==> config.mk <==
export PLATFORM = sky130hd
export DESIGN_NAME = pls_ram
export DESIGN_NICKNAME = d
export VERILOG_FILES = /design/src/design/pls_ram.sv
export SDC_FILE = /design/constraint.sdc
export NUM_CORES = 1
export LEC_CHECK = 0
export ABC_AREA = 1
export BUFFER_PORTS_ARGS = -buffer_cell sky130_fd_sc_hd__buf_2
export CELL_PAD_IN_SITES_DETAIL_PLACEMENT = 0
export CELL_PAD_IN_SITES_GLOBAL_PLACEMENT = 1
export CORE_MARGIN = 10
export CORE_UTILIZATION = 55
export CTS_BUF_LIST = sky130_fd_sc_hd__clkbuf_2 sky130_fd_sc_hd__clkbuf_4 sky130_fd_sc_hd__clkbuf_8
export DETAILED_ROUTE_END_ITERATION = 12
export PLACE_DENSITY_LB_ADDON = 0.1
export SLEW_MARGIN = 20
export SYNTH_ARGS = -nofsm -noshare
export SYNTH_HDL_FRONTEND = slang
export SYNTH_SLANG_ARGS = --single-unit
==> constraint.sdc <==
create_clock -name clk -period 3.7 [get_ports clk]
set_clock_uncertainty 0.2 [all_clocks]
set_input_delay 0.37 -clock clk [delete_from_list [all_inputs] [get_ports clk]]
set_output_delay 0.37 -clock clk [all_outputs]
set_load 0.01 [all_outputs]
==> src/design/pls_ram.sv <==
`timescale 1ns / 1ps

// Simple dual-port synchronous RAM with a registered read port.
module pls_ram #(
  parameter int WIDTH = 8,
  parameter int DEPTH = 16,
  localparam int AW = (DEPTH > 1) ? $clog2(DEPTH) : 1
) (
  input  logic             clk,
  input  logic             we,
  input  logic [AW-1:0]    waddr,
  input  logic [WIDTH-1:0] wdata,
  input  logic             re,
  input  logic [AW-1:0]    raddr,
  output logic [WIDTH-1:0] rdata
);

  logic [WIDTH-1:0] mem [DEPTH];

  // Write port.
  always_ff @(posedge clk) begin
    if (we) begin
      mem[waddr] <= wdata;
    end
  end

  // Read port; the data holds until the next read.
  always_ff @(posedge clk) begin
    if (re) begin
      rdata <= mem[raddr];
    end
  end

endmodule

* Word level (Yosys, flattened, before mapping)
Memories as Yosys holds them, arrays and structs flattened. A register that Yosys moved wholly into a read port is not among the register bits.
Index checks and enable logic that the tools add are counted.
** Storage, ports and cells
- Register bits after elaboration :: 0
- Bits in writable memories :: 128
- Input port bits :: 19
- Output and inout bits :: 8
- Logic and storage cells :: 3
- Memories kept :: 1
** Memory list
- mem :: words 16, bits a word 8, rd ports 1, clocked after memory_dff 1, write ports 1, line 18 : logic [WIDTH-1:0] mem [DEPTH];
** Cells by class
- Muxes and demuxes :: 2
** Operator list (count)
- $mux W1 :: 2

* Depth between registers and ports, before layout
- Word-level depth :: 2
- Gate-level depth with buffers :: 8
- Mapped depth without buffers :: 7

* Worst setup path after synthesis
No wires, ideal clock.
- Path kind :: input port to flip-flop
- Start point :: input port waddr[2]
- End point :: memory mem[10][0], enable pin
- Setup time :: 0.370 ns
- Arrival :: 0.951 ns
- Data required time :: 3.130 ns
- Path slack :: 2.179 ns
- Stages on the path :: 2
- Buffers on the path :: 0
- Cells stage by stage :: nand3b_1 -> nor2_1
** RTL lines
- start, declared :: line 11 : input logic [AW-1:0] waddr,
- end, declared :: line 18
No word-level cell before the write port.

==> metrics.cfg <==
[run_status]
status=finished, final reports clean

[grt]
antenna_found_initial=0
grt_util_all_layers_pct=18.4
grt_pass1_wl_um=20500
grt-ovfl-total=0
grt_pass1_vias=3596
grt_max_degree=65

[drt]
finalWirelength_um=13100
drc=0
drt_iter0_markers=356
vias_per_cell=5.11
num_vias=3699
routedWlPerCell_um=18.0
firstDrtPassIters=6
ant_nets=0

[clock_tree]
clk_latency_ns=0.44
hold_buffers=0
cts_buffers=17
root_buffer=clkbuf_8
postCtsSetupRepairBufs=0
htreeDepth=4
clk_pin_slew_ns=0.07
cts_resized=0
clk_path_buf_depth=2
cts_tree=yes
cts_sinks=136

[placement]
io_buffers=26
hpwl_um=8030
gp_congestion=0.797

[worst_setup_path]
cp.arrival_ns=1.73
reg2reg_depth=6
cp.buffers_inverters=3
cp_slowest_cell=inv_2
cp_slowest_stage_delay_ns=0.33
crit_chain=buf_2 > inv_2 > buf_4 > nand2_1 > nand3_1 > nand3_1 > nand3_1 > nand2_1
criticalPathCategory=in2reg
crit_cells=8
cp_top_family=buffers and inverters
start_kind=primary input
worstPathRequired_ns=3.70
path_common_cell=nand3_1
endpoint_kind=register
path_max_fanout=24

[sta]
setup_viol=0
drv_slew=0
finalHoldViolations=0
hold_ws_ns=0.126
tightest_slew_ns=0.920
slew_headroom_pct=38.4
fmaxAchievable_mhz=576
period_minus_slack_ns=1.74
final.setup.tns_ns=0
rsz0062_at_grt=no
finalCritPeriodShare_pct=46.9

[die]
ios=27
placeableCoreArea_um2=10300
die_area_um2=15200
floorplan.initialDensity_pct=56.6
std_cell_rows=37
fp.dieW_um=123
dieHeight_um=123

[finish]
layout_common_cells=nand2_1 (173), edfxtp_1 (136), inv_1 (100), nand3_1 (97), buf_2 (26)
final_common_cell=nand2_1
layout-drive-gt1-share_pct=10.2
layout.nets=595
antenna_cells=0
syn2layout_area_growth_pct=8.54

[hold_path]
hold_path_depth=1
hp-class=in2reg

[synthesis]
syn_nets=570
ys_seq_elements=136
yosys_warnings=0
syn_avg_cell_area_um2=10.6
syn_area_um2=5850
synthAdderAreaFrac_pct=0
synthXorXnorAreaFrac_pct=0
synth_cell_type_count=11
synthCells=551
synth.area.mux_share_pct=0
synth_top_family_by_area=simple AND/OR/NAND/NOR gates
yosysSeqAreaShare_pct=69.8
synth_compound_area_share_pct=0
synth-simple-area-share_pct=20.8

[flow_run]
drv_cap=0

[pwr]
p_per_area_nw_per_um2=474
p_leak_uw=0.00272
ir_worst_vdd_mv=0.233

-- kinds of logic (layout without fill, tap and decap cells) --
logic type / Yosys count / after routing
and+or+nand+nor: 289 / 289
DFF: 136 / 136
buffers and inverters: 126 / 163
-- worst reg2reg max path: stages, from the launching register on --
cell      delay, ns
edfxtp_1       0.37
inv_1          0.06
nand2_1        0.05
nand3_1        0.12
nand3_1        0.15
nand3_1        0.20
nand2_1        0.07
-- state kept, by name, summed over array words and instances (netlist names) --
name	cells
mem	128
rdata	8
-- through the flow --
step           util (%)  cells  total power, uW  setup slack, ns  instance area [um2]
3_5_place_dp       58.2    693             1980             1.53                 6010
4_1_cts            61.5    724             3020             1.98                 6350
3_3_place_gp       58.2    693             1980             1.55                 6010
6_report           61.5    724             3000             1.96                 6350
5_1_grt            61.5    724             3110             1.89                 6350
2_1_floorplan         -    551             1900             2.18                 5850
-- layout make-up --
cell class	count	area [um2]
fill	853	3980
sequential	136	4080
clock buffer	19	249
inverter	102	383
timing repair buffer	30	160
tap	136	170
clock inverter	12	86.3
multi-input combinational	289	1210
-- layer usage --
layer	share of wire, %	track usage [%]	up-vias
li1	-	-	1824
met1	46	25.8	1720
met2	46	27.6	135
met3	6.8	4.24	20
met4	1.6	6.55	0
met5	0	0	-
-- synth_stat cells --
cell type	n	area, um2
buf_1	1	3.75
buf_2	13	65.1
buf_4	4	30.0
buf_6	6	67.6
edfxtp_1	136	4080
inv_1	100	375
inv_2	2	7.51
nand2_1	173	649
nand3_1	97	485
nand3b_1	2	15.0
nor2_1	17	63.8
-- path summary, 6_finish.rpt --
path | start | to | slack, ns
worst max-delay path | raddr[0] | rdata[1] | 1.96
worst min-delay path | re | rdata[2] | 0.13
worst max register to register | mem[1][1] | rdata[1] | 2.25
worst min register to register | mem[15][7] | rdata[7] | 0.55
-- power breakdown --
part	switching, uW	total, uW	internal, uW
Sequential	8.91	1740	1730
Combinational	149	204	54.1
Clock	533	1060	525
Power figures use the tool's default switching activity.
