## config.mk

```make
export PLATFORM = sky130hd
export DESIGN_NAME = pls_ctrl
export DESIGN_NICKNAME = d
export VERILOG_FILES = /design/src/design/pls_pkg.sv /design/src/design/pls_ctrl.sv
export SDC_FILE = /design/constraint.sdc
export NUM_CORES = 1
export LEC_CHECK = 0
export ABC_AREA = 1
export CORE_MARGIN = 2
export CORE_UTILIZATION = 27
export CTS_BUF_LIST = sky130_fd_sc_hd__clkbuf_4 sky130_fd_sc_hd__clkbuf_8
export DETAILED_ROUTE_END_ITERATION = 7
export DONT_BUFFER_PORTS = 1
export PLACE_DENSITY = 0.43
export SLEW_MARGIN = 10
export SYNTH_ARGS = -nofsm -noshare
export SYNTH_HDL_FRONTEND = slang
export SYNTH_SLANG_ARGS = --single-unit
```

## constraint.sdc

```tcl
create_clock -name clk -period 4.7 [get_ports clk]
set_clock_uncertainty 0.2 [all_clocks]
set_input_delay 0.47 -clock clk [delete_from_list [all_inputs] [get_ports clk]]
set_output_delay 0.47 -clock clk [all_outputs]
set_load 0.05 [all_outputs]
```

## src/design/pls_pkg.sv

```systemverilog
`timescale 1ns / 1ps

package pls_pkg;

  // Fixed field widths of the words on the ports.
  localparam int STATE_W  = 10;
  localparam int HANDLE_W = 12;
  localparam int LIMIT_W  = 13;

  // Defaults for the top-level sizing parameters.
  localparam int DEF_MAX_STATES = 1024;
  localparam int DEF_MAX_EDGES  = 4096;

  // Transition limit after reset.
  localparam logic [LIMIT_W-1:0] LIMIT_RESET = 13'd4096;

  // Action codes of an input word.
  typedef enum logic [1:0] {
    ACT_ADD    = 2'd0,
    ACT_OLDEST = 2'd1,
    ACT_BEGIN  = 2'd2,
    ACT_STEP   = 2'd3
  } action_t;

  // Status codes of a result word.
  typedef enum logic [2:0] {
    STS_ADDED = 3'd0,
    STS_SELF  = 3'd1,
    STS_DUP   = 3'd2,
    STS_OVER  = 3'd3,
    STS_READ  = 3'd4
  } status_t;

  // Controller states.
  typedef enum logic [2:0] {
    S_CLEAR,
    S_IDLE,
    S_LOOK,
    S_ADD_CHK,
    S_WALK,
    S_FIN
  } ctrl_state_t;

  typedef struct packed {
    logic [1:0]          action;
    logic [STATE_W-1:0]  source;
    logic [STATE_W-1:0]  target;
    logic [HANDLE_W-1:0] handle;
  } in_word_t;

  typedef struct packed {
    logic [2:0]          status;
    logic                found;
    logic [STATE_W-1:0]  predecessor;
    logic [HANDLE_W-1:0] next_handle;
    logic                has_next;
  } out_word_t;

endpackage

```

## src/design/pls_ctrl.sv

```systemverilog
`timescale 1ns / 1ps

module pls_ctrl #(
  parameter int MAX_STATES = pls_pkg::DEF_MAX_STATES,
  parameter int MAX_EDGES  = pls_pkg::DEF_MAX_EDGES,
  localparam int SW  = $clog2(MAX_STATES),
  localparam int EW  = $clog2(MAX_EDGES),
  localparam int CW  = EW + 1,
  localparam int HWW = EW + 1,
  localparam int EWW = pls_pkg::STATE_W + 1 + EW
) (
  input  logic                         clk,
  input  logic                         rst,
  input  logic                         in_valid,
  output logic                         in_ready,
  input  pls_pkg::in_word_t            in_data,
  output logic                         out_valid,
  input  logic                         out_ready,
  output pls_pkg::out_word_t           out_data,
  input  logic                         cfg_valid,
  output logic                         cfg_ready,
  input  logic [pls_pkg::LIMIT_W-1:0]  cfg_data,
  output logic                         head_we,
  output logic [SW-1:0]                head_waddr,
  output logic [HWW-1:0]               head_wdata,
  output logic                         head_re,
  output logic [SW-1:0]                head_raddr,
  input  logic [HWW-1:0]               head_rdata,
  output logic                         entry_we,
  output logic [EW-1:0]                entry_waddr,
  output logic [EWW-1:0]               entry_wdata,
  output logic                         entry_re,
  output logic [EW-1:0]                entry_raddr,
  input  logic [EWW-1:0]               entry_rdata
);

  pls_pkg::ctrl_state_t state, state_next;
  logic [SW-1:0]                clr_addr;
  pls_pkg::in_word_t            item;
  logic [CW-1:0]                edge_count;
  logic [pls_pkg::LIMIT_W-1:0]  limit;
  pls_pkg::out_word_t           res, res_next;
  logic                         count_inc;

  logic [31:0]                  tgt_in32, hnd_in32, tgt32, h32, link32;
  logic [SW-1:0]                head_idx_in, head_idx;
  logic                         tgt_ok, hv, dup, full, step_bad, link_live;
  logic [EW-1:0]                h, e_link;
  logic [pls_pkg::STATE_W-1:0]  e_src;
  logic                         e_lv;

  // Index conversions between the fixed port widths and the memory sizes.
  assign tgt_in32    = 32'(in_data.target);
  assign hnd_in32    = 32'(in_data.handle);
  assign tgt32       = 32'(item.target);
  assign head_idx_in = tgt_in32[SW-1:0];
  assign head_idx    = tgt32[SW-1:0];
  assign tgt_ok      = tgt32 < 32'(MAX_STATES);

  // Fields of the head word and the entry word last read.
  assign hv     = head_rdata[EW] && tgt_ok;
  assign h      = head_rdata[EW-1:0];
  assign e_src  = entry_rdata[EWW-1 -: pls_pkg::STATE_W];
  assign e_lv   = entry_rdata[EW];
  assign e_link = entry_rdata[EW-1:0];
  assign h32    = 32'(h);
  assign link32 = 32'(e_link);

  // Decisions on the current word.
  assign dup       = hv && (e_src == item.source);
  assign full      = (32'(edge_count) >= 32'(limit)) || (32'(edge_count) >= 32'(MAX_EDGES));
  assign step_bad  = (32'(item.handle) >= 32'(edge_count))
                  || (32'(item.handle) >= 32'(MAX_EDGES));
  assign link_live = e_lv && (link32 < 32'(edge_count));

  assign cfg_ready = 1'b1;

  // State register, clearing sweep, edge count and limit register.
  always_ff @(posedge clk) begin
    if (rst) begin
      state      <= pls_pkg::S_CLEAR;
      clr_addr   <= '0;
      edge_count <= '0;
      limit      <= pls_pkg::LIMIT_RESET;
    end else begin
      state <= state_next;
      if (state == pls_pkg::S_CLEAR) begin
        clr_addr <= clr_addr + SW'(1);
      end
      if (count_inc) begin
        edge_count <= edge_count + CW'(1);
      end
      if (cfg_valid) begin
        limit <= cfg_data;
      end
    end
  end

  // Captured input word and pending result.
  always_ff @(posedge clk) begin
    if (in_valid && in_ready) begin
      item <= in_data;
    end
    res <= res_next;
  end

  // Output register: takes the pending result once the slot is free.
  always_ff @(posedge clk) begin
    if (rst) begin
      out_valid <= 1'b0;
    end else if (state == pls_pkg::S_FIN && (!out_valid || out_ready)) begin
      out_valid <= 1'b1;
    end else if (out_ready) begin
      out_valid <= 1'b0;
    end
  end

  always_ff @(posedge clk) begin
    if (state == pls_pkg::S_FIN && (!out_valid || out_ready)) begin
      out_data <= res;
    end
  end

  // Next state, memory accesses and result.
  always_comb begin
    state_next  = state;
    in_ready    = 1'b0;
    head_we     = 1'b0;
    head_waddr  = clr_addr;
    head_wdata  = '0;
    head_re     = 1'b0;
    head_raddr  = head_idx_in;
    entry_we    = 1'b0;
    entry_waddr = edge_count[EW-1:0];
    entry_wdata = {item.source, hv, h};
    entry_re    = 1'b0;
    entry_raddr = h;
    count_inc   = 1'b0;
    res_next    = res;
    case (state)
      pls_pkg::S_CLEAR: begin
        head_we = 1'b1;
        if (clr_addr == SW'(MAX_STATES - 1)) begin
          state_next = pls_pkg::S_IDLE;
        end
      end
      pls_pkg::S_IDLE: begin
        in_ready = 1'b1;
        if (in_valid) begin
          head_re     = 1'b1;
          entry_re    = 1'b1;
          entry_raddr = hnd_in32[EW-1:0];
          state_next  = pls_pkg::S_LOOK;
        end
      end
      pls_pkg::S_LOOK: begin
        res_next = '0;
        res_next.status = pls_pkg::STS_READ;
        state_next = pls_pkg::S_FIN;
        case (item.action)
          pls_pkg::ACT_ADD: begin
            if (item.source == item.target) begin
              res_next.status = pls_pkg::STS_SELF;
            end else if (!tgt_ok) begin
              res_next.status = pls_pkg::STS_OVER;
            end else begin
              // Fetch the newest entry for the duplicate check.
              entry_re   = 1'b1;
              state_next = pls_pkg::S_ADD_CHK;
            end
          end
          pls_pkg::ACT_OLDEST: begin
            if (hv && (h32 < 32'(edge_count))) begin
              entry_re   = 1'b1;
              state_next = pls_pkg::S_WALK;
            end
          end
          pls_pkg::ACT_BEGIN: begin
            if (hv) begin
              res_next.next_handle = h32[pls_pkg::HANDLE_W-1:0];
              res_next.has_next    = 1'b1;
            end
          end
          default: begin
            if (!step_bad) begin
              res_next.found       = 1'b1;
              res_next.predecessor = e_src;
              if (e_lv) begin
                res_next.next_handle = link32[pls_pkg::HANDLE_W-1:0];
                res_next.has_next    = 1'b1;
              end
            end
          end
        endcase
      end
      pls_pkg::S_ADD_CHK: begin
        state_next = pls_pkg::S_FIN;
        if (dup) begin
          res_next.status = pls_pkg::STS_DUP;
        end else if (full) begin
          res_next.status = pls_pkg::STS_OVER;
        end else begin
          // Prepend: new entry links to the old head, head points at it.
          entry_we   = 1'b1;
          head_we    = 1'b1;
          head_waddr = head_idx;
          head_wdata = {1'b1, edge_count[EW-1:0]};
          count_inc  = 1'b1;
          res_next.status = pls_pkg::STS_ADDED;
        end
      end
      pls_pkg::S_WALK: begin
        if (link_live) begin
          entry_re    = 1'b1;
          entry_raddr = e_link;
        end else begin
          res_next.found       = 1'b1;
          res_next.predecessor = e_src;
          state_next           = pls_pkg::S_FIN;
        end
      end
      pls_pkg::S_FIN: begin
        if (!out_valid || out_ready) begin
          state_next = pls_pkg::S_IDLE;
        end
      end
      default: begin
        state_next = pls_pkg::S_IDLE;
      end
    endcase
  end

  // The edge count never runs past the entry memory.
  a_count_bound: assert property (@(posedge clk) disable iff (rst)
    32'(edge_count) <= 32'(MAX_EDGES))
    else $error("edge count beyond entry memory");

  // A stored edge advances the count by exactly one.
  a_count_step: assert property (@(posedge clk) disable iff (rst)
    count_inc |=> edge_count == $past(edge_count) + CW'(1))
    else $error("edge count did not advance on a stored edge");

  // A list walk only follows links to written entries.
  a_walk_written: assert property (@(posedge clk) disable iff (rst)
    (state == pls_pkg::S_WALK && entry_re) |-> 32'(entry_raddr) < 32'(edge_count))
    else $error("list walk reads an unwritten entry");

  // No word is taken or delivered before the head table is cleared.
  a_clear_quiet: assert property (@(posedge clk) disable iff (rst)
    state == pls_pkg::S_CLEAR |-> !in_ready && !out_valid)
    else $error("activity during head table clear");

endmodule

```

### Word level (Yosys, flattened, before mapping)

Index checks and enable logic that the tools add are counted.
Widths: inputs -> output; s select.

* flip-flop bits (word level): 128
* word-level logic and storage cells: 105

* add/subtract/negate cells: 2
* magnitude comparators: 6
* eq/ne operators: 14
* multiplexer cells: 46
* reduce and logical (&&, ||, !) cells: 18

Operators by type and width (count)
* $mux 13: 5
* $mux 10: 3
* $mux 3: 10
* $lt 12x13->1: 2
* $pmux 13 s2: 1
* $mux 12: 2
* $mux 24: 1
* $pmux 12 s2: 1
* $mux 11: 2
* $pmux 11 s2: 1
* $eq 10x10->1: 2
* $pmux 3 s6: 1
* $add 13x1->13 const B: 1
* $ge 12x13->1: 1
* $ge 13x13->1: 1
* $ge 13x13->1 const B: 1
* $mux 1: 13
* $pmux 3 s2: 2
* $lt 10x11->1 const B: 1
* $add 10x1->10 const B: 1
* $eq 10x10->1 const B: 1
* $eq 3x2->1 const B: 2
* $eq 3x3->1 const B: 2
* $logic_and 1x1->1: 6
* other kinds (17): 23

### Logic depth before layout (Yosys ltp)

Gate-level depths: netlist of run 1.

* depth after elaboration: 6
* depth in mapped cells: 14

### Worst setup path before layout of run 1

Ideal clock, no wire load.

* path type: reg2reg
* start: reg out_valid
* end: reg out_data[0] in the netlist's numbering, enable pin
* library setup time: 0.483 ns
* arrival: 3.289 ns
* path slack: 0.728 ns
* stages on the path, launching flop included: 4
* path buffers: 0
* path through: dfxtp_1 -> inv_1 -> nor2_1 -> nor4_1

* cells in the longest elaborated chain, start to end: 3

Ends and longest elaborated chain
* from (decl): RTL line pls_ctrl.sv:17 `output logic out_valid,`
* from (signal assigned): RTL line pls_ctrl.sv:110 `out_valid <= 1'b0;`
* from (signal assigned): RTL line pls_ctrl.sv:112 `out_valid <= 1'b1;`
* from (signal assigned): RTL line pls_ctrl.sv:114 `out_valid <= 1'b0;`
* $logic_not 1->1: RTL line pls_ctrl.sv:119 `if (state == pls_pkg::S_FIN && (!out_valid || out_ready)) begin`
* $logic_or 1x1->1: RTL line pls_ctrl.sv:119
* $logic_and 1x1->1: RTL line pls_ctrl.sv:119
* to (signal assigned): RTL line pls_ctrl.sv:120 `out_data <= res;`
* to (decl): RTL line pls_ctrl.sv:19 `output pls_pkg::out_word_t out_data,`

Every way passes these cells.
A chain may end at the register's enable or synchronous reset.

### Worst setup path in the final report of run 1

* start: reg edge_count[11]
* end: out entry_raddr[1]

* cells in the longest elaborated chain, start to end: 4

Ends and longest elaborated chain
* from (decl): RTL line pls_ctrl.sv:40 `logic [CW-1:0] edge_count;`
* from (signal assigned): RTL line pls_ctrl.sv:91 `edge_count <= edge_count + CW'(1);`
* $lt 12x13->1: RTL line pls_ctrl.sv:74 `assign link_live = e_lv && (link32 < 32'(edge_count));`
* $logic_and 1x1->1: RTL line pls_ctrl.sv:74
* $mux 12: RTL line pls_ctrl.sv:213 `if (link_live) begin`
* $pmux 12 s2: RTL line pls_ctrl.sv:140 `case (state)`
* to (decl): RTL line pls_ctrl.sv:33 `output logic [EW-1:0] entry_raddr,`

Every way passes these cells.

==> results of run 1 <==
==> metal layers <==
layer | routed length, um | part of all wire [%] | GRT usage [%] | vias to the layer above
li1 | - | - | - | 2885
met2 | 10020 | 47 | 24.99 | 157
met4 | 408 | 1.9 | 4.685 | 0
met1 | 9438 | 45 | 18.83 | 2656
met5 | 0 | 0 | 0 | -
met3 | 1321 | 6.2 | 4.443 | 24
==> cell type report <==
| cell class | instances | area, um^2 | area share [%] |
|---|---|---|---|
| Multi-Input combinational cell | 540 | 2958 | 33.76 |
| Timing Repair Buffer | 116 | 1081 | 12.34 |
| Clock inverter | 15 | 206.4 | 2.356 |
| Inverter | 110 | 412.9 | 4.712 |
| Clock buffer | 17 | 234.0 | 2.670 |
| Sequential cell | 128 | 3443 | 39.30 |
| Tap cell | 341 | 426.7 | 4.869 |
==> power groups by stage <==
stage / sequential, mW / clock (mW) / combinational (mW)
after CTS: 1.28 / 1.13 / 0.425
after detailed placement: 1.31 / 0 / 0.374
after global placement: 1.31 / 0 / 0.373
final: 1.28 / 1.09 / 0.420
after global routing: 1.28 / 1.17 / 0.463
after floorplan: 1.28 / 0 / 0.360
==> stage by stage <==
step                      instances  util, %  power [mW]  hold WS (ps)  cell area (um^2)
after floorplan                 845        -       1.640         200.3              7274
after global placement         1166    28.55       1.678         201.1              7631
after detailed placement       1166    28.55       1.680         205.4              7631
after CTS                      1267    32.79       2.832         1.628              8762
after global routing           1267    32.79       2.919         1.703              8762
final                          1267    32.79       2.791         33.18              8762
==> cell usage in the layout, fill, tap and decap left out, types with 3 or more instances in the layout <==
| master | count |
|---|---|
| sky130_fd_sc_hd__inv_6 | 6 |
| sky130_fd_sc_hd__buf_12 | 3 |
| sky130_fd_sc_hd__buf_4 | 44 |
| sky130_fd_sc_hd__o211ai_1 | 10 |
| sky130_fd_sc_hd__a21oi_1 | 51 |
| sky130_fd_sc_hd__inv_2 | 5 |
| sky130_fd_sc_hd__bufinv_16 | 4 |
| sky130_fd_sc_hd__nand4_1 | 21 |
| sky130_fd_sc_hd__nor3_1 | 7 |
| sky130_fd_sc_hd__xor2_1 | 24 |
| sky130_fd_sc_hd__dfxtp_1 | 40 |
| sky130_fd_sc_hd__nand2_1 | 190 |
| sky130_fd_sc_hd__clkbuf_8 | 17 |
| sky130_fd_sc_hd__ha_1 | 49 |
| sky130_fd_sc_hd__nor2_1 | 84 |
| sky130_fd_sc_hd__nor2_2 | 4 |
| sky130_fd_sc_hd__dlygate4sd3_1 | 69 |
| sky130_fd_sc_hd__edfxtp_1 | 88 |
| sky130_fd_sc_hd__inv_1 | 105 |
| sky130_fd_sc_hd__nand3_2 | 4 |
| sky130_fd_sc_hd__nand3_1 | 24 |
| sky130_fd_sc_hd__o21ai_0 | 43 |
| sky130_fd_sc_hd__o21ai_1 | 10 |
==> cells by family (layout without fill, tap and decap cells) <==
group                    count (synthesis)  count (layout)
AND/OR/NAND/NOR                        344             344
flip-flops                             128             128
AO/OA/AOI/OAI                          122             122
buffers and inverters                  177             258
adder cells (fa/ha/maj)                 49              49
XOR/XNOR                                24              24
other                                    1               1
==> registers in the layout, summed over array words and instances (netlist names) <==
signal	count
head_idx	10
out_valid	1
item	14
res	27
limit	13
clr_addr	10
entry_wdata	10
out_data	27
edge_count	13
state	3
==> repair_timing <==
action                                 4_1_cts  5_1_grt
endpoints found under the hold margin       71        0
hold buffers                                69        0
setup buffers                                0        0
==> worst max-delay path, cell delays in order, from the launching register on <==
cell and delay (ps):
sky130_fd_sc_hd__dfxtp_1 710, sky130_fd_sc_hd__inv_1 300, sky130_fd_sc_hd__ha_1 390, sky130_fd_sc_hd__nand2_1 70
sky130_fd_sc_hd__inv_1 30, sky130_fd_sc_hd__o21ai_0 130, sky130_fd_sc_hd__nand3_1 100, sky130_fd_sc_hd__nor2_2 140
sky130_fd_sc_hd__nand2_2 190, sky130_fd_sc_hd__inv_2 280, sky130_fd_sc_hd__nor2_1 80, sky130_fd_sc_hd__o211ai_2 520
==> worst max-delay path by stage <==
stage               slack (ps)                        start                     to
floorplan                  730       out_valid$_SDFFE_PP0P_  out_data[0]$_DFFE_PP_
global placement          1060  edge_count[11]$_SDFFE_PP0P_         entry_raddr[5]
detailed placement        1060  edge_count[11]$_SDFFE_PP0P_         entry_raddr[5]
CTS                        530  edge_count[11]$_SDFFE_PP0P_         entry_raddr[5]
global route               360  edge_count[11]$_SDFFE_PP0P_         entry_raddr[1]
finish                     610  edge_count[11]$_SDFFE_PP0P_         entry_raddr[1]
==> results.md, run 1 <==
Worst setup path:
- The critical path is of the register to output pin type.
- The type of element launching the critical path is a register.
- The worst register-to-register path has a depth of 12.
- Data arrives at the worst endpoint at 3420 ps.
- Along the worst path, the maximum fanout reaches 14.
- The endpoint type of the worst setup path is an output pin.
- The register-to-register path setup slack is 1090 ps.
- The critical register-to-register path startpoint is edge_count[10]$_SDFFE_PP0P_.
- The endpoint identified for the worst register-to-register timing path is res[3]$_DFFE_PP_.
- Data on the critical path is required at its endpoint by roughly 4000 ps.

Route:
- The detailed router's first-iteration violation count is roughly 310.
- The aggregate routed wire length is 21190 um.
- The total number of vias is about 5700.
- The post-detailed-route DRC marker count is 0.
- Using the TritonRoute via totals, the vias-per-cell ratio works out to 4.516.
- The wire length per cell after detailed routing is about 17 um.
- The length of the first detailed-routing pass in iterations is 5.
- The count of nets left with antenna violations once routing finished came out at 0.

Die:
- The die boundary width is ~170 um.
- The total area inside the core boundary comes to 0.02673 mm^2.
- The number of standard-cell rows in the floorplan is 60.
- The starting density of the core is between 20% and 30%.
- The die boundary height is 168.1 um.
- Pin placement for this block handled between 200 and 250 I/O pins.
- The floorplan step defined a die boundary enclosing ~0.028 mm^2.

Clock tree:
- The latest clock arrival within the worst-skew pair is 450 ps.
- The clock transition at the register clock pins on the worst setup and hold paths after CTS is approximately 90 ps.
- The tree built by TritonCTS fans out to 128 sinks.
- The number of gates resized after CTS is 0.
- Counting the buffers created by CTS gives 17.
- TritonCTS built the clock tree.
- The clock tree synthesis step divided the H-tree into 4 levels.
- The clock tree buffer depth is 2.
- The root buffer cell chosen for the clock tree is sky130_fd_sc_hd__clkbuf_8.

Pwr:
- The internal portion of total power is just under 2 mW.
- Of the total power, the clock network draws ~39%.
- The worst ir drop on vdd is between 0.1 and 0.15 mV.
- Summed over all cells, the static leakage comes to around 3.6 nW.
- In this run switching power makes up 29.39% of total power.
- Per report_power, the sequential group accounts for between 40% and 50% of the total.
- Per report_power, the combinational group accounts for between 10% and 20% of the total.
- Summed over all nets, the switching power comes to around 0.82 mW.
- The total power density per cell area is about 320 mW/mm^2.

Logic synthesis:
- In the synthesized netlist the dominant register cell turns out to be sky130_fd_sc_hd__edfxtp_1.
- After technology mapping, the gate count stands at ~850.
- The synthesized netlist devotes under 10% of its cell area to compound gates.
- In the synthesized netlist, the cells that appear most often are 190 x sky130_fd_sc_hd__nand2_1, 106 x sky130_fd_sc_hd__inv_1, 88 x sky130_fd_sc_hd__edfxtp_1, 84 x sky130_fd_sc_hd__nor2_1, 52 x sky130_fd_sc_hd__o21ai_0.
- In the post-synthesis netlist, the biggest area contributors are sky130_fd_sc_hd__edfxtp_1 36%, sky130_fd_sc_hd__dfxtp_1 11%, sky130_fd_sc_hd__nand2_1 9.8%, sky130_fd_sc_hd__ha_1 8.4%, sky130_fd_sc_hd__inv_1 5.5%.
- The net count after synthesis is around 980.
- The adder and majority cell fraction of the synthesized area is under 10%.
- The number of flip-flops and latches in the synthesized netlist is about 130.
- The top cell type by area accounts for between 30% and 40% of the synthesized area.
- For this run, asynchronously set or reset flops after synthesis account for 0%.
- The multiplexer share of the synthesized area is 0%.
- sky130_fd_sc_hd__nand2_1 is the most common cell in the netlist.
- Yosys printed 0 warnings.
- The count of flip-flops with a built-in enable after synthesis is 88.
- The simple-gate share of the synthesized area is 20.04%.
- The area of the mapped netlist is ~0.0073 mm^2.
- The average cell area after synthesis is approximately 8.6 um^2.
- Yosys mapped the design onto 36 distinct sky130hd cell types.
- The sequential cell area fraction in the yosys report is a little under half.
- The dominant combinational cell family by area after synthesis is simple AND/OR/NAND/NOR gates.
- Summing the areas of all xor and xnor instances in the mapped netlist gives just under 3% of the synthesized area.
- sky130_fd_sc_hd__edfxtp_1 takes more of the synthesized area than any other cell.

STA:
- Counting I/O delays and the setup requirement, the final critical path takes around 4000 ps.
- The maximum clock rate is roughly 240 MHz.
- The final cycle utilization of the critical path is 86.95%.
- Across all setup checks in the final design, the least slack found is 613.3 ps.
- Setup violations remaining at the end of the flow were counted as 0.
- Setup repair after global routing left no endpoint under its margin.
- The count of pins over their slew limit was 0.
- The final-report hold violation count is 0.
- After routing, the total negative slack on setup checks comes to 0 ps.
- The worst slew margin relative to its limit is 29.66%.
- The slew at the pin closest to its max-slew limit is about 1100 ps.

Global route:
- The via count of the first global-routing pass is ~5500.
- The total congestion overflow is 0.
- Entering global routing, the biggest net connects 28 pins.
- Global routing used between 15 and 20% of the available tracks across all layers.
- The global-route wire length before repair is about 32000 um.
- The initial antenna violation count is 0.

Final layout:
- The repair_antennas step left the layout with diodes totalling 0.
- The layout has around 2800 filler cells.
- The fraction of layout cells with a size suffix above 1 is a little over a tenth.
- The growth of design area from synthesis to finish is 20.45%.
- In the final design database the tool counted between 1000 and 1500 nets.

Hold path:
- The tightest min-delay check is of the input port to register type.
- The worst hold path endpoint is limit[3]$_SDFFE_PP0P_.
- The hold-critical path depth is 2.
- The worst min-delay path startpoint is cfg_data[3].

Flow run:
- The number of max-cap violations is 0.

Place:
- Once detailed placement completed, the half-perimeter wirelength came to 16060 um.
- During placement, the flow inserted port buffers numbering 0.
- The worst slack after detailed placement is 1056 ps.
- The congestion estimate from routability-driven global placement came to between 0.8 and 0.9.

Run status:
- The run finished with clean final reports.
Power figures use the tool's default switching activity.
==> inputs of run 2 (changes only) <==
clock period = 4.3 ns   (was 4.7 ns; I/O delays follow)
==> results.md, run 2 (same netlist as run 1, synthesis figures left out) <==
Place:
- The count of buffers inserted at the top-level ports is 0 (unchanged).
- The global placer's final weighted congestion is 0.8189 (+1.6%).
- The number of cells in the design after placement came to 1171 (+0.43%).
- The post-DP HPWL was 16190 um (+0.79%).
- The worst slack after detailed placement is 947.7 ps (-108.0 ps).

Route:
- The vias per cell is 4.470 (-1.0%).
- The aggregate routed wire length is 21460 um (+1.3%).
- The length of the first detailed-routing pass in iterations is 5 (unchanged).
- The wire length per cell after detailed routing is 16.73 um (about the same).
- The detailed router's first-iteration violation count is 387 (+26%).
- The post-detailed-route DRC marker count was 0 (unchanged).
- The total number of vias was 5735 (+0.23%).
- The remaining antenna violation count after routing is 0 (unchanged).

Global route:
- The total congestion overflow is 0 (unchanged).
- The initial antenna violation count came to 0 (unchanged).
- The global-route wire length before repair is 32920 um (+2.3%).
- The via count of the first global-routing pass is 5631 (+1.7%).
- The maximum number of pins on one net before global-route repair is 30 (+7.1%).
- The total track usage came to 15.34% (+0.32 points).

Worst setup path:
- The startpoint-to-endpoint class of the critical path is register to output pin.
- The type of element launching the critical path is a register.
- The count of cells along the worst register-to-register path is 13 (+1).
- The signal arrival time at the worst endpoint came to 3180 ps (-240 ps).
- In this run the critical register-to-register path is captured at res[6]$_DFFE_PP_.
- The standard cell with the maximum stage delay on the critical path is sky130_fd_sc_hd__o211ai_2.
- The register-to-register path setup slack is 980 ps (-110 ps).
- The largest fanout of any net on the critical path came to 14 (unchanged).
- The family with the most delay on the worst path is buffers and inverters.
- The critical path required time was 3670 ps (-360 ps).
- The peak per-stage delay on the critical path is 550 ps (-160 ps).
- The total buffers and inverters traversed by the critical path came to 4 (+1).
- The critical register-to-register path startpoint is edge_count[10]$_SDFFE_PP0P_.
- Traced cell by cell, the critical path runs through buf_4 > inv_1 > ha_1 > nand2_1 > inv_1 > o21ai_0 > nand3_1 > nand2_1 > nand2_2 > inv_2 > nor2_1 > o211ai_2.
- The endpoint type of the worst setup path is an output pin.

Final layout:
- The total area of multi-input combinational cells is 0.002958 mm^2 (unchanged).
- The number of nets in the finished design is 1066 (+1.5%).
- The largest registers in the layout are out_data (27), res (27), item (14).
- Leaving out fill and tap cells, the most frequent cell in the layout is sky130_fd_sc_hd__nand2_1.
- The fraction of layout cells with a size suffix above 1 is 11.25% (+0.35 points).
- In the layout the commonest cells are 190 x sky130_fd_sc_hd__nand2_1, 105 x sky130_fd_sc_hd__inv_1, 88 x sky130_fd_sc_hd__edfxtp_1, 84 x sky130_fd_sc_hd__nor2_1, 80 x sky130_fd_sc_hd__dlygate4sd3_1.
- From synthesis to final layout, the design area changed by 22.51%.
- The count of fill cells added during filler insertion was 2807 (-0.43%).
- The final antenna diode count is 0 (unchanged).
- The sequential standard cell area was 0.003443 mm^2 (unchanged).
- The filler-free cell count of the finished design is 1283 (+1.3%).

Clock tree:
- The clock tree buffer depth is 2 (unchanged).
- The maximum level of the CTS H-tree is 4 (unchanged).
- The CTS root buffer is sky130_fd_sc_hd__clkbuf_8.
- The number of gates resized after CTS is 0 (unchanged).
- The CTS tree is built.
- The TritonCTS buffer count was 17 (unchanged).
- The clock transition at the register clock pins on the worst setup and hold paths after CTS is 80 ps (about the same).
- The total number of clock tree sinks is 128 (unchanged).
- The latest clock arrival within the worst-skew pair is 450 ps (about the same).

STA:
- The setup slack after layout is 493.7 ps (-119.6 ps).
- The final-report hold violation count came to 0 (unchanged).
- The maximum clock rate is approximately 260 MHz.
- The worst slew margin relative to its limit is 27.24% (-2.4 points).
- Setup repair after global routing left no endpoint under its margin.
- Counting I/O delays and the setup requirement, the final critical path takes approximately 3800 ps.
- The setup TNS was 0 ps (unchanged).
- The count of endpoints failing setup in the final report came to 0 (unchanged).
- The final cycle utilization of the critical path is 88.52%.
- The minimum hold slack is 31.28 ps (-1.899 ps).
- The count of pins over their slew limit is 0 (unchanged).
- The slew at the pin closest to its max-slew limit is 1087 ps (+36.06 ps).

Die:
- The placeable core region was 0.02673 mm^2 (unchanged).
- The die boundary height is 168.1 um (unchanged).
- The total die area came to 0.02827 mm^2 (unchanged).
- The number of standard-cell rows in the floorplan came to 60 (unchanged).
- The starting density of the core came to 27.22% (unchanged).
- The die boundary width was 168.1 um (unchanged).
- The number of top-level pins came to 202 (unchanged).

Pwr:
- The overall power is 3.064 mW (+9.8%).
- The reported leakage power is 3.726 nW (+2.1%).
- The worst ir drop on vdd is 0.1562 mV (+18%).
- The total power density per cell area was 343.8 mW/mm^2 (+7.9%).

Hold path:
- The hold-critical path depth is 2 (unchanged).
- The worst hold path endpoint is res[14]$_DFFE_PP_.
- In this run the most critical hold path is launched from entry_rdata[14].
- The tightest min-delay check is of the input port to register type.

Flow run:
- The number of max-cap violations is 0 (unchanged).

Run status:
- The run finished with clean final reports.
[run 2: power breakdown]
| group | switching (mW) | internal, mW | leakage (nW) |
|---|---|---|---|
| sequential | 0.0447 | 1.35 | 1.13 |
| combinational | 0.304 | 0.166 | 2.38 |
| clock | 0.546 | 0.650 | 0.219 |
| total | 0.895 | 2.17 | 3.73 |
[run 2: timing repair]
item,in CTS,in global routing
hold buffers,80,0
hold endpoints to repair,82,0
buffers inserted,0,0
[run 2: how the worst max path moves through the flow]
stage                           startpoint               endpoint  slack, ps  cells after the start
6_report        edge_count[2]$_SDFFE_PP0P_         entry_raddr[5]        490                     12
4_1_cts        edge_count[11]$_SDFFE_PP0P_         entry_raddr[5]        430                     12
5_1_grt        edge_count[12]$_SDFFE_PP0P_          head_waddr[9]        240                     13
2_1_floorplan       out_valid$_SDFFE_PP0P_  out_data[0]$_DFFE_PP_        330                      3
3_3_place_gp   edge_count[11]$_SDFFE_PP0P_         entry_raddr[5]        970                     12
3_5_place_dp    edge_count[2]$_SDFFE_PP0P_         entry_raddr[5]        950                     12
[run 2: area by class of cell]
type                    count  share of cell area, %
flip-flops and latches    128                  38.64
clock buffers              18                  2.710
multi-input cells         540                  33.19
well taps                 341                  4.787
repair buffers            132                  13.79
inverters                 110                  4.633
clock inverters            14                  2.260
[run 2: per-layer routing]
metal / track usage (%) / part of all wire [%]
met2: 25.42 / 48
met1: 19.89 / 46
met5: 0 / 0
met4: 3.298 / 0.83
met3: 4.513 / 5.6
[run 2: metrics by stage]
| stage | util [%] | instance area, um^2 |
|---|---|---|
| floorplan | - | 7274 |
| global placement | 28.69 | 7669 |
| detailed placement | 28.69 | 7669 |
| CTS | 33.35 | 8912 |
| global route | 33.35 | 8912 |
| finish | 33.35 | 8912 |
==> inputs of run 3 (changes only) <==
PLACE_DENSITY = 0.41   (was 0.43)
SLEW_MARGIN = 20   (was 10)
TNS_END_PERCENT = 10   (was unset)
==> results.md, run 3 (same netlist as run 1, synthesis figures left out) <==
Final layout:
- The final antenna diode count is 0 (unchanged).
- The number of nets in the finished design is 1068 (+0.19%).
- In the layout the commonest cells are 190 x sky130_fd_sc_hd__nand2_1, 105 x sky130_fd_sc_hd__inv_1, 88 x sky130_fd_sc_hd__edfxtp_1, 84 x sky130_fd_sc_hd__nor2_1, 81 x sky130_fd_sc_hd__dlygate4sd3_1.
- The end-of-flow core utilization came to 33.32% (about the same).
- The largest registers in the layout are out_data (27), res (27), item (14).
- The fraction of layout cells with a size suffix above 1 is 11.33% (+0.082 points).
- The growth of design area from synthesis to finish came to 22.43% (about the same).
- The library cell used most frequently in the layout, excluding fill and tap cells, is sky130_fd_sc_hd__nand2_1.
- The area of all placed cells without fillers is 0.008906 mm^2 (about the same).

Clock tree:
- The TritonCTS buffer count is 17 (unchanged).
- The CTS tree is built.
- The latest clock arrival within the worst-skew pair is 450 ps (about the same).
- The number of gates resized after CTS is 0 (unchanged).
- The maximum level of the CTS H-tree is 4 (unchanged).
- The clock transition at the register clock pins on the worst setup and hold paths after CTS was 80 ps (about the same).
- The tree is rooted in a sky130_fd_sc_hd__clkbuf_8.
- The total number of clock tree sinks is 128 (unchanged).
- The clock tree buffer depth is 2 (unchanged).

Die:
- The number of top-level pins came to 202 (unchanged).
- The die boundary width came to 168.1 um (unchanged).
- The starting density of the core was 27.22% (unchanged).
- The placeable core region is 0.02673 mm^2 (unchanged).
- The total die area was 0.02827 mm^2 (unchanged).
- The die boundary height came to 168.1 um (unchanged).
- The number of standard-cell rows in the floorplan is 60 (unchanged).

STA:
- The final period demand of the worst path is 3645 ps (-161.5 ps).
- The count of endpoints failing setup in the final report is 0 (unchanged).
- The worst slew margin relative to its limit is 43.44% (+16 points).
- The setup TNS came to 0 ps (unchanged).
- The final cycle utilization of the critical path is 84.76% (-3.8 points).
- The final-report hold violation count is 0 (unchanged).
- The slew at the pin closest to its max-slew limit is 845.6 ps (-241.7 ps).
- The setup slack after layout is 655.2 ps (+161.5 ps).
- Setup repair after global routing left no endpoint under its margin.
- The count of pins over their slew limit is 0 (unchanged).
- The maximum clock rate is 274.4 MHz (+4.4%).

Place:
- The worst slack after detailed placement is 1082 ps (+134.6 ps).
- The global placer's final weighted congestion is 0.7966 (-2.7%).
- The post-DP HPWL is 16090 um (-0.61%).
- The cell area reported after detailed placement is 0.007676 mm^2 (about the same).
- The count of buffers inserted at the top-level ports is 0 (unchanged).

Worst setup path:
- The peak per-stage delay on the critical path is 540 ps (about the same).
- The critical path in this run is classified as register to output pin.
- Traced cell by cell, the critical path runs through buf_4 > inv_1 > ha_1 > nand2_1 > inv_1 > o21ai_0 > nand3_1 > nand2_1 > nand2_2 > inv_2 > nor2_1 > o211ai_2.
- In this design, the largest share of critical-path delay is due to buffers and inverters.
- The total buffers and inverters traversed by the critical path is 4 (unchanged).
- The endpoint type of the worst setup path is an output pin.
- The type of element launching the critical path is a register.
- The largest fanout of any net on the critical path is 14 (unchanged).
- The critical path required time was 3670 ps (about the same).
- The standard cell with the maximum stage delay on the critical path is sky130_fd_sc_hd__o211ai_2.
- The signal arrival time at the worst endpoint is 3010 ps (-170 ps).

Flow run:
- The number of max-cap violations is 0 (unchanged).

Hold path:
- The path class of the tightest hold or removal check is input port to register.

Pwr:
- The worst ir drop on vdd came to 0.1755 mV (+12%).
- The reported leakage power is 3.713 nW (-0.34%).
- The total power density per cell area is 336.9 mW/mm^2 (-2.0%).

Route:
- The total length of routed met2 wires is 10300 um (+0.56%).
- The aggregate routed wire length came to 21460 um (about the same).
- The total number of vias came to 5728 (-0.12%).
- The detailed router's first-iteration violation count is 350 (-9.6%).
- The met1 wire length was 9620 um (-2.2%).
- The length of the first detailed-routing pass in iterations is 5 (unchanged).
- The remaining antenna violation count after routing is 0 (unchanged).
- The detailed-routed wire length on met3 is 1179 um (-1.6%).
- The top routing layer in use is met4.
- The post-detailed-route DRC marker count came to 0 (unchanged).
- The wire length per cell after detailed routing is 16.70 um (-0.16%).
- The vias per cell is 4.458 (-0.28%).

Run status:
- The flow ran to the end, and the final reports show no timing, DRC or antenna violations.

Global route:
- The initial antenna violation count was 0 (unchanged).
- The via count of the first global-routing pass is 5817 (+3.3%).
- The total congestion overflow is 0 (unchanged).
- The global-route wire length before repair is 33230 um (+0.94%).
- The total track usage is 15.47% (+0.13 points).
- The maximum number of pins on one net before global-route repair was 29 (-3.3%).
==> run 3: where the power goes <==
part / total, mW / switching, mW / internal [mW]
combinational: 0.471 / 0.304 / 0.167
clock: 1.13 / 0.544 / 0.588
sequential: 1.40 / 0.0446 / 1.35
total: 3.00 / 0.892 / 2.11
==> run 3: area by class of cell <==
cell class | instances | area, um^2
clock buffer | 18 | 241.5
clock inverter | 14 | 177.7
fill | 2847 | 17820
inverter | 110 | 412.9
multi-input combinational | 540 | 2958
sequential | 128 | 3443
tap | 341 | 426.7
timing repair buffer | 134 | 1246
==> run 3: layer usage <==
layer,global-route usage [%],up-vias
met2,26.09,155
met4,4.948,0
met5,0,-
met3,4.161,22
met1,19.30,2630
li1,-,2921
==> run 3: through the flow <==
step / cells / power, mW / hold slack [ps]
after floorplan: 845 / 1.792 / 200.3
after global placement: 1172 / 1.837 / 200.5
after detailed placement: 1172 / 1.839 / 206.1
after CTS: 1285 / 3.048 / 17.53
after global routing: 1285 / 3.146 / 19.69
final: 1285 / 3.000 / 54.68
==> run 3: worst paths after layout <==
check	start	depth (start not counted)	endpoint	slack [ps]
worst max-delay path	edge_count[3]$_SDFFE_PP0P_	12	entry_raddr[5]	660
worst min register to register	res[15]$_DFFE_PP_	0	out_data[15]$_DFFE_PP_	220
worst min-delay path	entry_rdata[13]	2	res[13]$_DFFE_PP_	50
worst max register to register	edge_count[8]$_SDFFE_PP0P_	11	res[10]$_DFFE_PP_	980
==> run 3: timing repair <==
action	4_1_cts	5_1_grt
endpoints found under the hold margin	83	0
hold buffers	81	0
buffers inserted	0	0
